==> src/prrq_pkg.sv <==
// ----------------------------------------------------------------------------
// prrq_pkg
// Shared types, codes and helpers of the priority round robin ready queue.
// ----------------------------------------------------------------------------
package prrq_pkg;

  localparam int NUM_PROCESSES = 16;
  localparam int NUM_LEVELS    = 8;
  localparam int PID_W         = $clog2(NUM_PROCESSES);
  localparam int LVL_W         = $clog2(NUM_LEVELS);

  typedef logic [PID_W-1:0]      pid_t;
  typedef logic [LVL_W-1:0]      lvl_t;
  typedef logic [NUM_LEVELS-1:0] mask_t;

  typedef enum logic [1:0] {
    CMD_ADD      = 2'd0,
    CMD_REMOVE   = 2'd1,
    CMD_DISPATCH = 2'd2,
    CMD_NOP      = 2'd3
  } cmd_t;

  typedef enum logic [1:0] {
    ST_OK         = 2'd0,
    ST_NONE_READY = 2'd1,
    ST_ALREADY    = 2'd2,
    ST_NOT_QUEUED = 2'd3
  } status_t;

  typedef enum logic [1:0] {
    S_IDLE,
    S_READ,
    S_EXEC,
    S_LINK
  } state_t;

  // highest set bit of the occupancy mask
  function automatic lvl_t top_level(mask_t m);
    lvl_t r;
    r = '0;
    for (int i = 0; i < NUM_LEVELS; i++) begin
      if (m[i]) r = lvl_t'(i);
    end
    return r;
  endfunction

endpackage

==> src/priority_round_robin_ready_queue_unit.sv <==
// ----------------------------------------------------------------------------
// priority_round_robin_ready_queue_unit
// Eight level ready queue with a circular linked ring of processes per level.
// ----------------------------------------------------------------------------
// Usage: one input channel (cmd, process_id, priority_level with in_valid and
// in_stall) and one result channel (chosen_process, status with out_valid and
// out_stall). Every command gives exactly one result item.
// The ring links and process levels sit in three synchronous memories with
// registered reads; each command reads its entries, then writes back.
// A command passes S_READ, then S_EXEC, which waits while the output is held
// and loads the result register. An add to a level that already holds
// processes also passes S_LINK to write the second pair of links.
// in_stall is high while a command is in work, so one item is taken at a time.
// The result sits in an output register; while out_stall holds it, the next
// command is still accepted and read, and waits before its write back.
// Reset empties every level, clears all queued flags and sets the active
// process to zero; the link memories are not cleared.
// ----------------------------------------------------------------------------
module priority_round_robin_ready_queue_unit (
  input  logic                 clk,
  input  logic                 rst,
  input  logic                 in_valid,
  output logic                 in_stall,
  input  logic [1:0]           cmd,
  input  prrq_pkg::pid_t       process_id,
  input  logic [2:0]           priority_level,
  output logic                 out_valid,
  input  logic                 out_stall,
  output prrq_pkg::pid_t       chosen_process,
  output logic [1:0]           status
);
  import prrq_pkg::*;

  state_t state, state_next;
  cmd_t   cmd_r;
  pid_t   pid_r;
  lvl_t   lvl_r;
  pid_t   t_r;

  logic [NUM_PROCESSES-1:0] queued;
  pid_t  head [NUM_LEVELS];
  mask_t mask, mask_next;
  pid_t  active;

  pid_t next_mem [NUM_PROCESSES];
  pid_t prev_mem [NUM_PROCESSES];
  lvl_t lvl_mem  [NUM_PROCESSES];
  pid_t next_rd, prev_rd;
  lvl_t lvl_rd;
  pid_t next_ra, prev_ra;

  logic next_we, prev_we, lvl_we, head_we, q_set, q_clr, active_we, out_load, t_load;
  pid_t next_wa, next_wd, prev_wa, prev_wd, head_wd, res_chosen;
  lvl_t head_wa, top;
  status_t res_status;
  logic out_free;

  assign in_stall = (state != S_IDLE);
  assign out_free = !out_valid || !out_stall;
  assign top      = top_level(mask);
  assign next_ra  = (cmd_r == CMD_DISPATCH) ? active : pid_r;
  assign prev_ra  = (cmd_r == CMD_ADD) ? head[lvl_r] : pid_r;

  always_ff @(posedge clk) begin
    next_rd <= next_mem[next_ra];
    prev_rd <= prev_mem[prev_ra];
    lvl_rd  <= lvl_mem[next_ra];
    if (next_we) next_mem[next_wa] <= next_wd;
    if (prev_we) prev_mem[prev_wa] <= prev_wd;
    if (lvl_we) lvl_mem[pid_r] <= lvl_r;
  end

  always_comb begin
    state_next = state;
    mask_next  = mask;
    next_we = 1'b0; next_wa = pid_r; next_wd = pid_r;
    prev_we = 1'b0; prev_wa = pid_r; prev_wd = pid_r;
    lvl_we = 1'b0; head_we = 1'b0; head_wa = lvl_r; head_wd = pid_r;
    q_set = 1'b0; q_clr = 1'b0; active_we = 1'b0; out_load = 1'b0; t_load = 1'b0;
    res_chosen = '0; res_status = ST_OK;
    unique case (state)
      S_IDLE: begin
        if (in_valid) state_next = S_READ;
      end
      S_READ: state_next = S_EXEC;
      S_EXEC: begin
        if (out_free) begin
          out_load   = 1'b1;
          state_next = S_IDLE;
          unique case (cmd_r)
            CMD_ADD: begin
              if (queued[pid_r]) begin
                res_status = ST_ALREADY;
              end else begin
                q_set   = 1'b1;
                lvl_we  = 1'b1;
                next_we = 1'b1;
                prev_we = 1'b1;
                if (!mask[lvl_r]) begin
                  head_we          = 1'b1;
                  mask_next[lvl_r] = 1'b1;
                end else begin
                  next_wd    = head[lvl_r];
                  prev_wd    = prev_rd;
                  t_load     = 1'b1;
                  state_next = S_LINK;
                end
              end
            end
            CMD_REMOVE: begin
              if (!queued[pid_r]) begin
                res_status = ST_NOT_QUEUED;
              end else begin
                q_clr = 1'b1;
                if (next_rd == pid_r) begin
                  mask_next[lvl_rd] = 1'b0;
                end else begin
                  head_we = 1'b1;
                  head_wa = lvl_rd;
                  head_wd = next_rd;
                  prev_we = 1'b1;
                  prev_wa = next_rd;
                  prev_wd = prev_rd;
                  next_we = 1'b1;
                  next_wa = prev_rd;
                  next_wd = next_rd;
                end
              end
            end
            CMD_DISPATCH: begin
              if (mask == '0) begin
                res_status = ST_NONE_READY;
              end else begin
                active_we  = 1'b1;
                res_chosen = (top == lvl_rd) ? next_rd : head[top];
              end
            end
            default: ;
          endcase
        end
      end
      S_LINK: begin
        next_we    = 1'b1;
        next_wa    = t_r;
        prev_we    = 1'b1;
        prev_wa    = head[lvl_r];
        state_next = S_IDLE;
      end
      default: state_next = S_IDLE;
    endcase
  end

  always_ff @(posedge clk) begin
    if (rst) begin
      state     <= S_IDLE;
      queued    <= '0;
      mask      <= '0;
      active    <= '0;
      out_valid <= 1'b0;
    end else begin
      state <= state_next;
      mask  <= mask_next;
      if (q_set) queued[pid_r] <= 1'b1;
      if (q_clr) queued[pid_r] <= 1'b0;
      if (active_we) active <= res_chosen;
      if (out_load) out_valid <= 1'b1;
      else if (!out_stall) out_valid <= 1'b0;
    end
  end

  always_ff @(posedge clk) begin
    if (state == S_IDLE && in_valid) begin
      cmd_r <= cmd_t'(cmd);
      pid_r <= process_id;
      lvl_r <= lvl_t'(priority_level);
    end
    if (t_load) t_r <= prev_rd;
    if (head_we) head[head_wa] <= head_wd;
    if (out_load) begin
      chosen_process <= res_chosen;
      status         <= res_status;
    end
  end

endmodule

==> config.mk <==
export PLATFORM = sky130hd
export DESIGN_NAME = priority_round_robin_ready_queue_unit
export DESIGN_NICKNAME = d
export VERILOG_FILES = /design/src/prrq_pkg.sv /design/src/priority_round_robin_ready_queue_unit.sv
export SDC_FILE = /design/constraint.sdc
export NUM_CORES = 1
export LEC_CHECK = 0
export ABC_CLOCK_PERIOD_IN_PS = 4000
export BUFFER_PORTS_ARGS = -buffer_cell sky130_fd_sc_hd__buf_2
export CAP_MARGIN = 15
export CORE_MARGIN = 2
export CORE_UTILIZATION = 63
export DETAILED_ROUTE_END_ITERATION = 8
export PLACE_DENSITY = 0.82
export SLEW_MARGIN = 25
export SYNTH_ARGS = -nofsm -noshare
export SYNTH_HDL_FRONTEND = slang
export SYNTH_SLANG_ARGS = --single-unit
==> constraint.sdc <==
create_clock -name clk -period 4 [get_ports clk]
set_clock_uncertainty 0.1 [all_clocks]
set_input_delay 0.6 -clock clk [delete_from_list [all_inputs] [get_ports clk]]
set_output_delay 0.6 -clock clk [all_outputs]
set_load 0.005 [all_outputs]
Word-level counts from Yosys, hierarchy flattened
Memories as Yosys holds them, arrays and structs flattened. A register that Yosys moved wholly into a read port is not among the register bits. Cells that the tools add are included. W data, S select, Z words.

Shift operators: 0. Reduce and logical (&&, ||, !) cells: 15. Div/mod/pow operators: 0. Eq/ne operators: 14. Magnitude comparators: 6. Multipliers: 0. Bitwise operators: 6. Multiplexer cells: 106. Add/subtract/negate cells: 0.

Operators by type and width (count): $mux W4 (24); $mux W16 (3); $mux W1 (41); $mux W3 (12); $mux W8 (4); $pmux W4 S2 (4); $and A16 B16 Y16 (1); $not A16 Y16 (1); $or A16 B16 Y16 (1); $pmux W8 S2 (1); $mux W2 (7); $ne A2 B2 Y1 const B (6); $and A8 B8 Y8 (1); $logic_not A8 Y1 (1); $lt A3 B4 Y1 const B (2); $not A8 Y8 (1); $or A8 B8 Y8 (1); $pmux W2 S4 (1); $reduce_and A7 Y1 (1); $demux W1 S3 (2); $eq A2 B2 Y1 const B (3); $ge A3 B1 Y1 const B (2); $pmux W1 S2 (3); $pmux W2 S3 (1); 15 further kinds (23).

Latch bits: 0. ROM bits: 0. Output and inout port bits: 8. Register bits: 50. Memories: 4. RAM bits: 208.

Memory list: next_mem (depth 16, width 4, rd ports 1, clocked after Yosys merged registers in 1, wr ports 1, line priority_round_robin_ready_queue_unit.sv:45) `pid_t next_mem [NUM_PROCESSES];`; prev_mem (depth 16, width 4, rd ports 1, clocked after Yosys merged registers in 1, wr ports 1, line priority_round_robin_ready_queue_unit.sv:46) `pid_t prev_mem [NUM_PROCESSES];`; lvl_mem (depth 16, width 3, rd ports 1, clocked after Yosys merged registers in 1, wr ports 1, line priority_round_robin_ready_queue_unit.sv:47) `lvl_t lvl_mem [NUM_PROCESSES];`; head (depth 8, width 4, rd ports 2, clocked after Yosys merged registers in 1, wr ports 1, line priority_round_robin_ready_queue_unit.sv:41) `pid_t head [NUM_LEVELS];`.

Longest topological paths before layout
Gate-level depths: netlist of run 1.

Depth after elaboration: 13. Depth in mapped cells: 11. Depth with buffers taken out: 8.

Worst setup path before layout of run 1
OpenSTA, ideal clock, no wires.

Path type: register -> register. Start: register pid_r[1]. End: memory prev_mem[0][2] (netlist name) (data pin). Cell stages (with the launch flop): 11. Path buffers: 3. Required time: 3.570 ns. Slack: 0.889 ns. Arrival: 2.681 ns. Library setup time: 0.330 ns. Path through: edfxtp_1 > buf_6 > buf_12 > mux2i_1 > mux4_2 > mux2_2 > and2_1 > buf_2 > nor2_1 > a31oi_1 > o21ai_0.

Longest elaborated chain between the ends: 6.

RTL lines: start, declared (line priority_round_robin_ready_queue_unit.sv:36) `pid_t pid_r;`; start signal, assigned (line priority_round_robin_ready_queue_unit.sv:174) `pid_r <= process_id;`; $bmux W1 S4 / $eq A4 B4 Y1 (equally long branches) (line priority_round_robin_ready_queue_unit.sv:92, priority_round_robin_ready_queue_unit.sv:111, priority_round_robin_ready_queue_unit.sv:115); $mux W1 (implied by the code) / $mux W4 (equally long branches) (line priority_round_robin_ready_queue_unit.sv:92, priority_round_robin_ready_queue_unit.sv:111, priority_round_robin_ready_queue_unit.sv:115); $mux W4, on equally long branches (line priority_round_robin_ready_queue_unit.sv:111, priority_round_robin_ready_queue_unit.sv:92); $pmux W4 S2 * (line priority_round_robin_ready_queue_unit.sv:90) `unique case (cmd_r)`; $mux W4 * (line priority_round_robin_ready_queue_unit.sv:87) `if (out_free) begin`; $mux W4 * (line priority_round_robin_ready_queue_unit.sv:81) `unique case (state)`; net prev_wd[2] (line priority_round_robin_ready_queue_unit.sv:53) `pid_t next_wa, next_wd, prev_wa, prev_wd, head_wd, res_chosen;`; end, declared (line priority_round_robin_ready_queue_unit.sv:46).

The timed path passes the listed nets; every way through them passes the cells marked *. The select of a mux whose other input is x is not followed.

Worst setup path in the final report of run 1
Start: register pid_r[1]. End: memory next_mem[10][2] (netlist name), enable pin.

Longest elaborated chain between the ends: 8.

RTL lines: $bmux W1 S4 / $eq A4 B4 Y1 (equally long branches) (line priority_round_robin_ready_queue_unit.sv:92, priority_round_robin_ready_queue_unit.sv:111, priority_round_robin_ready_queue_unit.sv:115); $mux W1, on equally long branches (line priority_round_robin_ready_queue_unit.sv:92, priority_round_robin_ready_queue_unit.sv:111, priority_round_robin_ready_queue_unit.sv:115); $mux W1, on equally long branches (line priority_round_robin_ready_queue_unit.sv:111, priority_round_robin_ready_queue_unit.sv:92); $pmux W1 S2 (line priority_round_robin_ready_queue_unit.sv:90); $mux W1 (line priority_round_robin_ready_queue_unit.sv:87); $pmux W1 S2 (line priority_round_robin_ready_queue_unit.sv:81); $mux W1 (line priority_round_robin_ready_queue_unit.sv:68) `if (next_we) next_mem[next_wa] <= next_wd;`; $mux W1 (implied by the code) (line priority_round_robin_ready_queue_unit.sv:68); end, declared (line priority_round_robin_ready_queue_unit.sv:45).

Several ways; a longest one is shown, not always the timed one. The select of a mux whose other input is x is not followed.

==> results.py, run 1 <==
metrics = {
    "placed_design": {
        "io_buffers": 20,
        "dp_hpwl_mm": 18.8,
        "pre_cts_slack_ns": 0.273,
        "routabilityCongestion": 0.994,
    },
    "logic_synthesis": {
        "netlist_area_sq_mm": 0.0122,
        "synth_common_cells": "edfxtp_1 (227), nand2_1 (104), nor2_1 (89)",
        "async_flop_share": 0,
        "ys_ff_latch": 272,
        "synth_top_area_frac": 0.561,
        "yosysSeqAreaShare": 0.635,
        "yosys_warnings": 0,
        "dominantRegCellSynth": "edfxtp_1",
        "synth_most_common_cell": "edfxtp_1",
        "syn_nets": 938,
        "netlist_instances": 925,
        "synth_edf_count": 227,
        "ys_types": 69,
        "ys_top_cells_by_area": "edfxtp_1 (56%), dfxtp_1 (7.4%), mux4_2 (7.0%)",
        "synth_area_leader_cell": "edfxtp_1",
        "synth.avg_cell_area_sq_um": 13.1,
    },
    "timing": {
        "slew-limit-headroom": 0.452,
        "slew_viol_final": 0,
        "hold_viol_final": 0,
        "min_period_ns": 3.81,
        "fmaxAchievable_mhz": 262,
        "fin_ws_ns": 0.187,
        "grt_setup_unrepaired": "no",
        "max_slew.worst_pin.slew_ns": 0.814,
        "setup_viol": 0,
        "holdWs_ns": 0.141,
        "fin_setup_tns_ns": 0,
        "post-route-period-util": 0.953,
    },
    "clock_network": {
        "cts.hold.buffers_added": 0,
        "cts_root_buf": "clkbuf_16",
        "ctsResizeCount": 0,
        "clk-insertion-delay-late_ns": 0.54,
        "clkTransAtPathRegs_ns": 0.06,
        "cts_sinks": 272,
        "tritoncts": "done",
        "cts_htree_levels": 1,
        "post_cts_buffers": 0,
        "cts_max_path_buffers": 3,
        "cts_buffers": 26,
    },
    "grt": {
        "grt_max_degree": 33,
        "grt.total_usage": 0.283,
        "grt.overflow.total": 0,
        "grt_pass1_wl_mm": 43.9,
        "grt_pass1_vias": 7778,
        "antenna_found_initial": 0,
    },
    "detailed_routing": {
        "avgRoutedWirePerCell_um": 22.9,
        "ant_nets": 0,
        "postRouteWirelength_mm": 28.0,
        "drt-pass1-iter-count": 6,
        "drc": 0,
        "vias_per_cell": 6.57,
        "drt_iter0_markers": 1129,
        "via_count": 8049,
    },
    "finish": {
        "diodes": 0,
        "postLayoutCoreUtil": 0.713,
        "synthToLayoutAreaGrowth_pct": 10.5,
        "fin_nets": 959,
        "fill_cells": 1204,
        "drive_above_1_share": 0.159,
    },
    "floorplanning": {
        "die_w_um": 143,
        "dieHeight_um": 143,
        "core_area_sq_mm": 0.0188,
        "start_util": 0.646,
        "num_io_pins": 21,
        "dieArea_sq_mm": 0.0204,
        "std_cell_rows": 50,
    },
    "critical_path": {
        "worstPathCellList": "mux2i_1 > mux4_2 > mux2i_4 > and2_1 > a311o_1 > nand3_1 > nor2_1",
        "crit_path_top_delay_cell": "edfxtp_1",
        "rr_startpoint": "pid_r[1]$_DFFE_PP_",
        "worstRegToRegCells": 7,
        "crit_path_end": "next_mem[10][2]$_DFFE_PP_",
        "required_ns": 4.08,
        "cpPeakStageDelay_ns": 0.78,
        "path_class": "flip-flop to flip-flop",
        "cp.arrival_ns": 3.89,
        "r2r_slack_ns": 0.19,
        "crit_path_max_fanout": 16,
        "setup.worst_path.start": "pid_r[1]$_DFFE_PP_",
        "critPathCaptureType": "flip-flop",
        "reg2reg_to": "next_mem[10][2]$_DFFE_PP_",
        "cp-start-kind": "flip-flop",
    },
    "min_path": {
        "min_path_type": "primary input to flip-flop",
        "min_from": "process_id[0]",
    },
    "power": {
        "power_density_mw_per_mm2": 466,
        "power_mw": 6.26,
        "ir_worst_vdd_uv": 423,
        "leakage_nw": 4.55,
    },
    "job": {
        "cap_violations": 0,
    },
    "status": {
        "outcome": "complete, no violations",
    },
}
-- per-layer routing --
metal,up-vias,GRT usage,part of all wire
met5,-,0,0
met4,0,0.0641,0.023
met3,64,0.0503,0.098
met2,507,0.468,0.49
met1,3892,0.398,0.39
li1,3586,-,-
-- stage by stage --
stage / area [sq um] / std cells
3_3_place_gp: 12500 / 1178
3_5_place_dp: 12500 / 1178
5_1_grt: 13400 / 1226
6_report: 13400 / 1226
4_1_cts: 13400 / 1226
2_1_floorplan: 12200 / 925
-- sequential cells by signal, summed over array words and instances, names as in the netlist, named ones only --
register and cells:
next_mem 64, prev_mem 64, lvl_mem 48, head 32
queued 16, mask 8, active 4, chosen_process 4
next_rd 4, pid_r 4, prev_rd 4, t_r 4
lvl_r 3, lvl_rd 3, cmd_r 2, state 2
status 2, out_valid 1
-- cells by family (layout without fill, tap and decap cells) --
logic type,Yosys count,count (layout),share of synthesized area
and+or+nand+nor,299,299,0.114
DFF,272,272,0.635
AOI/OAI and AO/OA,200,200,0.111
muxes,85,85,0.111
buffers and inverters,62,103,0.0233
xor gates and xnor gates,7,7,0.00504
-- report_power, final --
group | internal, mW | switching [mW] | leakage (nW) | total (mW)
combinational | 0.195 | 0.337 | 1.70 | 0.531
sequential | 3.12 | 0.0737 | 2.42 | 3.19
clock | 1.51 | 1.02 | 0.433 | 2.53
total | 4.82 | 1.44 | 4.55 | 6.26
-- worst min-delay path by stage --
stage | to | slack, ns | cells past startpoint
4_1_cts | pid_r[0]$_DFFE_PP_ | 0.13 | 1
2_1_floorplan | t_r[0]$_DFFE_PP_ | 0.33 | 0
5_1_grt | pid_r[0]$_DFFE_PP_ | 0.13 | 1
3_5_place_dp | queued[8]$_SDFF_PP0_ | 0.36 | 1
6_report | pid_r[0]$_DFFE_PP_ | 0.14 | 1
3_3_place_gp | queued[8]$_SDFF_PP0_ | 0.35 | 1
-- cells in the final DEF, fill, tap and decap left out, types with 12 or more instances in the layout --
cell,n
nor2_1,89
buf_4,22
mux2i_1,37
dfxtp_1,45
mux4_2,38
o21ai_0,17
a22oi_1,12
nor3_1,13
nand2b_1,12
o21a_1,17
a31oi_1,13
a21oi_1,61
nand2_1,104
nand3_1,23
nor2b_1,15
edfxtp_1,227
buf_2,20
clkbuf_16,27
-- layout make-up --
type / instances / area [sq um] / share of cell area
multi-input combinational: 591 / 4190 / 0.312
tap: 260 / 325 / 0.0242
timing repair buffer: 42 / 265 / 0.0198
clock inverter: 16 / 184 / 0.0137
inverter: 13 / 48.8 / 0.00363
sequential: 272 / 7720 / 0.575
clock buffer: 32 / 704 / 0.0525
-- critical path: cells and delay by family (launching register included) --
family,cells,cell delay (ns)
flip-flops,1,0.78
multiplexers,3,1.18
AO/OA/AOI/OAI,1,0.42
AND/OR/NAND/NOR,3,0.96
Power figures use the tool's default switching activity.
==> run 2, diff against run 1 <==
- CORE_UTILIZATION: 63 -> 49
- PLACE_DENSITY: 0.82 -> 0.67
- REMOVE_ABC_BUFFERS: default -> 1
==> run 2 against run 1 <==
Against the previous run: cell count up 5.5%; die area up 28%; maximum frequency up 6.6%; utilization down 16 points; hold slack better by 0.018 ns; non-clock buffer count up 7; count of clock-buffer cells in the layout down 2; worst setup slack better by 0.24 ns; power down 1.6%; sequential share of layout area down 0.42 points; routed wire length down 0.82%; critical endpoint is now prev_mem[10][2]$_DFFE_PP_; highest routed layer unchanged.
==> results.py, run 2 (same netlist as run 1, synthesis figures left out) <==
metrics = {
    "status": {
        "outcome": "complete, no violations",
    },
    "critical_path": {
        "rr_startpoint": "pid_r[1]$_DFFE_PP_",
        "required_ns": 4.08,
        "cp-start-kind": "flip-flop",
        "crit_path_max_fanout": 17,
        "r2r_slack_ns": 0.42,
        "critPathCaptureType": "flip-flop",
        "worstRegToRegCells": 8,
        "setup.worst_path.start": "pid_r[1]$_DFFE_PP_",
        "reg2reg_to": "prev_mem[10][2]$_DFFE_PP_",
        "path_class": "flip-flop to flip-flop",
        "cp.arrival_ns": 3.66,
    },
    "finish": {
        "drive_above_1_share": 0.165,
        "most-common-layout-cells": "edfxtp_1 (227), nand2_1 (104), nor2_1 (89)",
        "fin_nets": 965,
        "diodes": 0,
        "final_common_cell": "edfxtp_1",
        "synthToLayoutAreaGrowth_pct": 11.3,
        "fill_cells": 1964,
        "top_regs": "next_mem x64, prev_mem x64, lvl_mem x48",
    },
    "clock_network": {
        "tritoncts": "done",
        "cts_max_path_buffers": 3,
        "cts_root_buf": "clkbuf_16",
        "cts_sinks": 272,
        "ctsResizeCount": 0,
        "clkTransAtPathRegs_ns": 0.07,
        "cts_buffers": 25,
        "cts_htree_levels": 1,
        "clk-insertion-delay-late_ns": 0.52,
    },
    "detailed_routing": {
        "postRouteWirelength_mm": 27.8,
        "avgRoutedWirePerCell_um": 21.5,
        "drt_iter0_markers": 752,
        "drt-pass1-iter-count": 6,
        "via_count": 7698,
        "ant_nets": 0,
        "vias_per_cell": 5.95,
        "drc": 0,
    },
    "power": {
        "leakage_nw": 4.57,
        "swShare": 0.226,
        "comb_power_share": 0.088,
        "power_density_mw_per_mm2": 455,
        "clkPwrFrac": 0.394,
        "ir_worst_vdd_uv": 361,
        "p_int_mw": 4.76,
        "p_sw_mw": 1.39,
        "seq_power_share": 0.518,
    },
    "timing": {
        "slew_viol_final": 0,
        "slew-limit-headroom": 0.474,
        "fin_setup_tns_ns": 0,
        "min_period_ns": 3.58,
        "max_slew.worst_pin.slew_ns": 0.772,
        "setup_viol": 0,
        "post-route-period-util": 0.894,
        "hold_viol_final": 0,
        "grt_setup_unrepaired": "no",
        "fin_ws_ns": 0.424,
        "fmaxAchievable_mhz": 280,
    },
    "floorplanning": {
        "core_area_sq_mm": 0.0243,
        "std_cell_rows": 57,
        "num_io_pins": 21,
        "dieArea_sq_mm": 0.0261,
        "dieHeight_um": 162,
        "die_w_um": 162,
        "start_util": 0.500,
    },
    "min_path": {
        "min_from": "process_id[2]",
        "whs_path_depth": 1,
        "min_path_type": "primary input to flip-flop",
        "min_to": "pid_r[2]$_DFFE_PP_",
    },
    "grt": {
        "grt_pass1_wl_mm": 43.3,
        "grt_pass1_vias": 7437,
        "grt_max_degree": 33,
        "grt.overflow.total": 0,
        "grt.total_usage": 0.215,
        "antenna_found_initial": 0,
    },
    "placed_design": {
        "routabilityCongestion": 0.926,
        "io_buffers": 20,
        "pre_cts_slack_ns": 0.225,
        "dp_hpwl_mm": 19.4,
    },
    "job": {
        "cap_violations": 0,
    },
}
[run 2: changes by cell type in the layout (fill, tap and decap cells not counted), sizes merged]
cell      previous run  this run
buf                 42        49
inv                 11        12
clkinvlp             1         0
clkbuf              32        30
clkinv              13        12
[run 2: power groups by stage]
stage	registers, mW	logic, mW	clock network, mW
floorplan	3.24	0.335	0
global placement	3.25	0.529	0
detailed placement	3.25	0.531	0
CTS	3.19	0.535	2.47
global route	3.19	0.589	2.59
finish	3.19	0.543	2.43
[run 2: cell type report]
| cell class | count | area, sq um | share of cell area |
|---|---|---|---|
| inverter | 13 | 48.8 | 0.00361 |
| clock buffer | 30 | 664 | 0.0491 |
| multi-input combinational | 591 | 4190 | 0.309 |
| tap | 324 | 405 | 0.0300 |
| sequential | 272 | 7720 | 0.570 |
| clock inverter | 15 | 178 | 0.0131 |
| timing repair buffer | 49 | 330 | 0.0244 |
[run 2: worst max path at each step]
stage                                      to  depth (start not counted)
floorplan                   lvl_rd[0]$_DFF_P_                          6
global placement     prev_mem[9][1]$_DFFE_PP_                          7
detailed placement   next_mem[8][0]$_DFFE_PP_                          7
CTS                 prev_mem[10][1]$_DFFE_PP_                          7
global route        next_mem[14][1]$_DFFE_PP_                          8
finish              prev_mem[10][2]$_DFFE_PP_                          8
[run 2: stage by stage]
stage | utilization | hold slack, ns | instances | power, mW | area, sq um
6_report | 0.556 | 0.159 | 1294 | 6.16 | 13500
5_1_grt | 0.556 | 0.148 | 1294 | 6.37 | 13500
4_1_cts | 0.555 | 0.148 | 1293 | 6.19 | 13500
3_5_place_dp | 0.521 | 0.357 | 1248 | 3.78 | 12700
3_3_place_gp | 0.521 | 0.359 | 1248 | 3.78 | 12700
2_1_floorplan | - | 0.330 | 876 | 3.57 | 11900
[run 2: critical path: stages (launching register included)]
cell and delay [ns]:
edfxtp_1 0.44, buf_12 0.19, mux2i_1 0.12, mux4_2 0.55, mux2i_4 0.40, and2_1 0.35
a311o_1 0.45, nand3_1 0.27, nor2_1 0.36
[run 2: what timing repair did]
action,4_1_cts,5_1_grt
setup buffers,0,1
setup endpoints to repair,0,16
hold buffers,0,0
[run 2: metal layers]
layer  share of wire  global-route usage  vias up
met1            0.44               0.315     3763
li1                -                   -     3598
met5               0                   0        -
met4           0.017              0.0540        0
met2            0.48               0.341      298
met3           0.066              0.0303       39
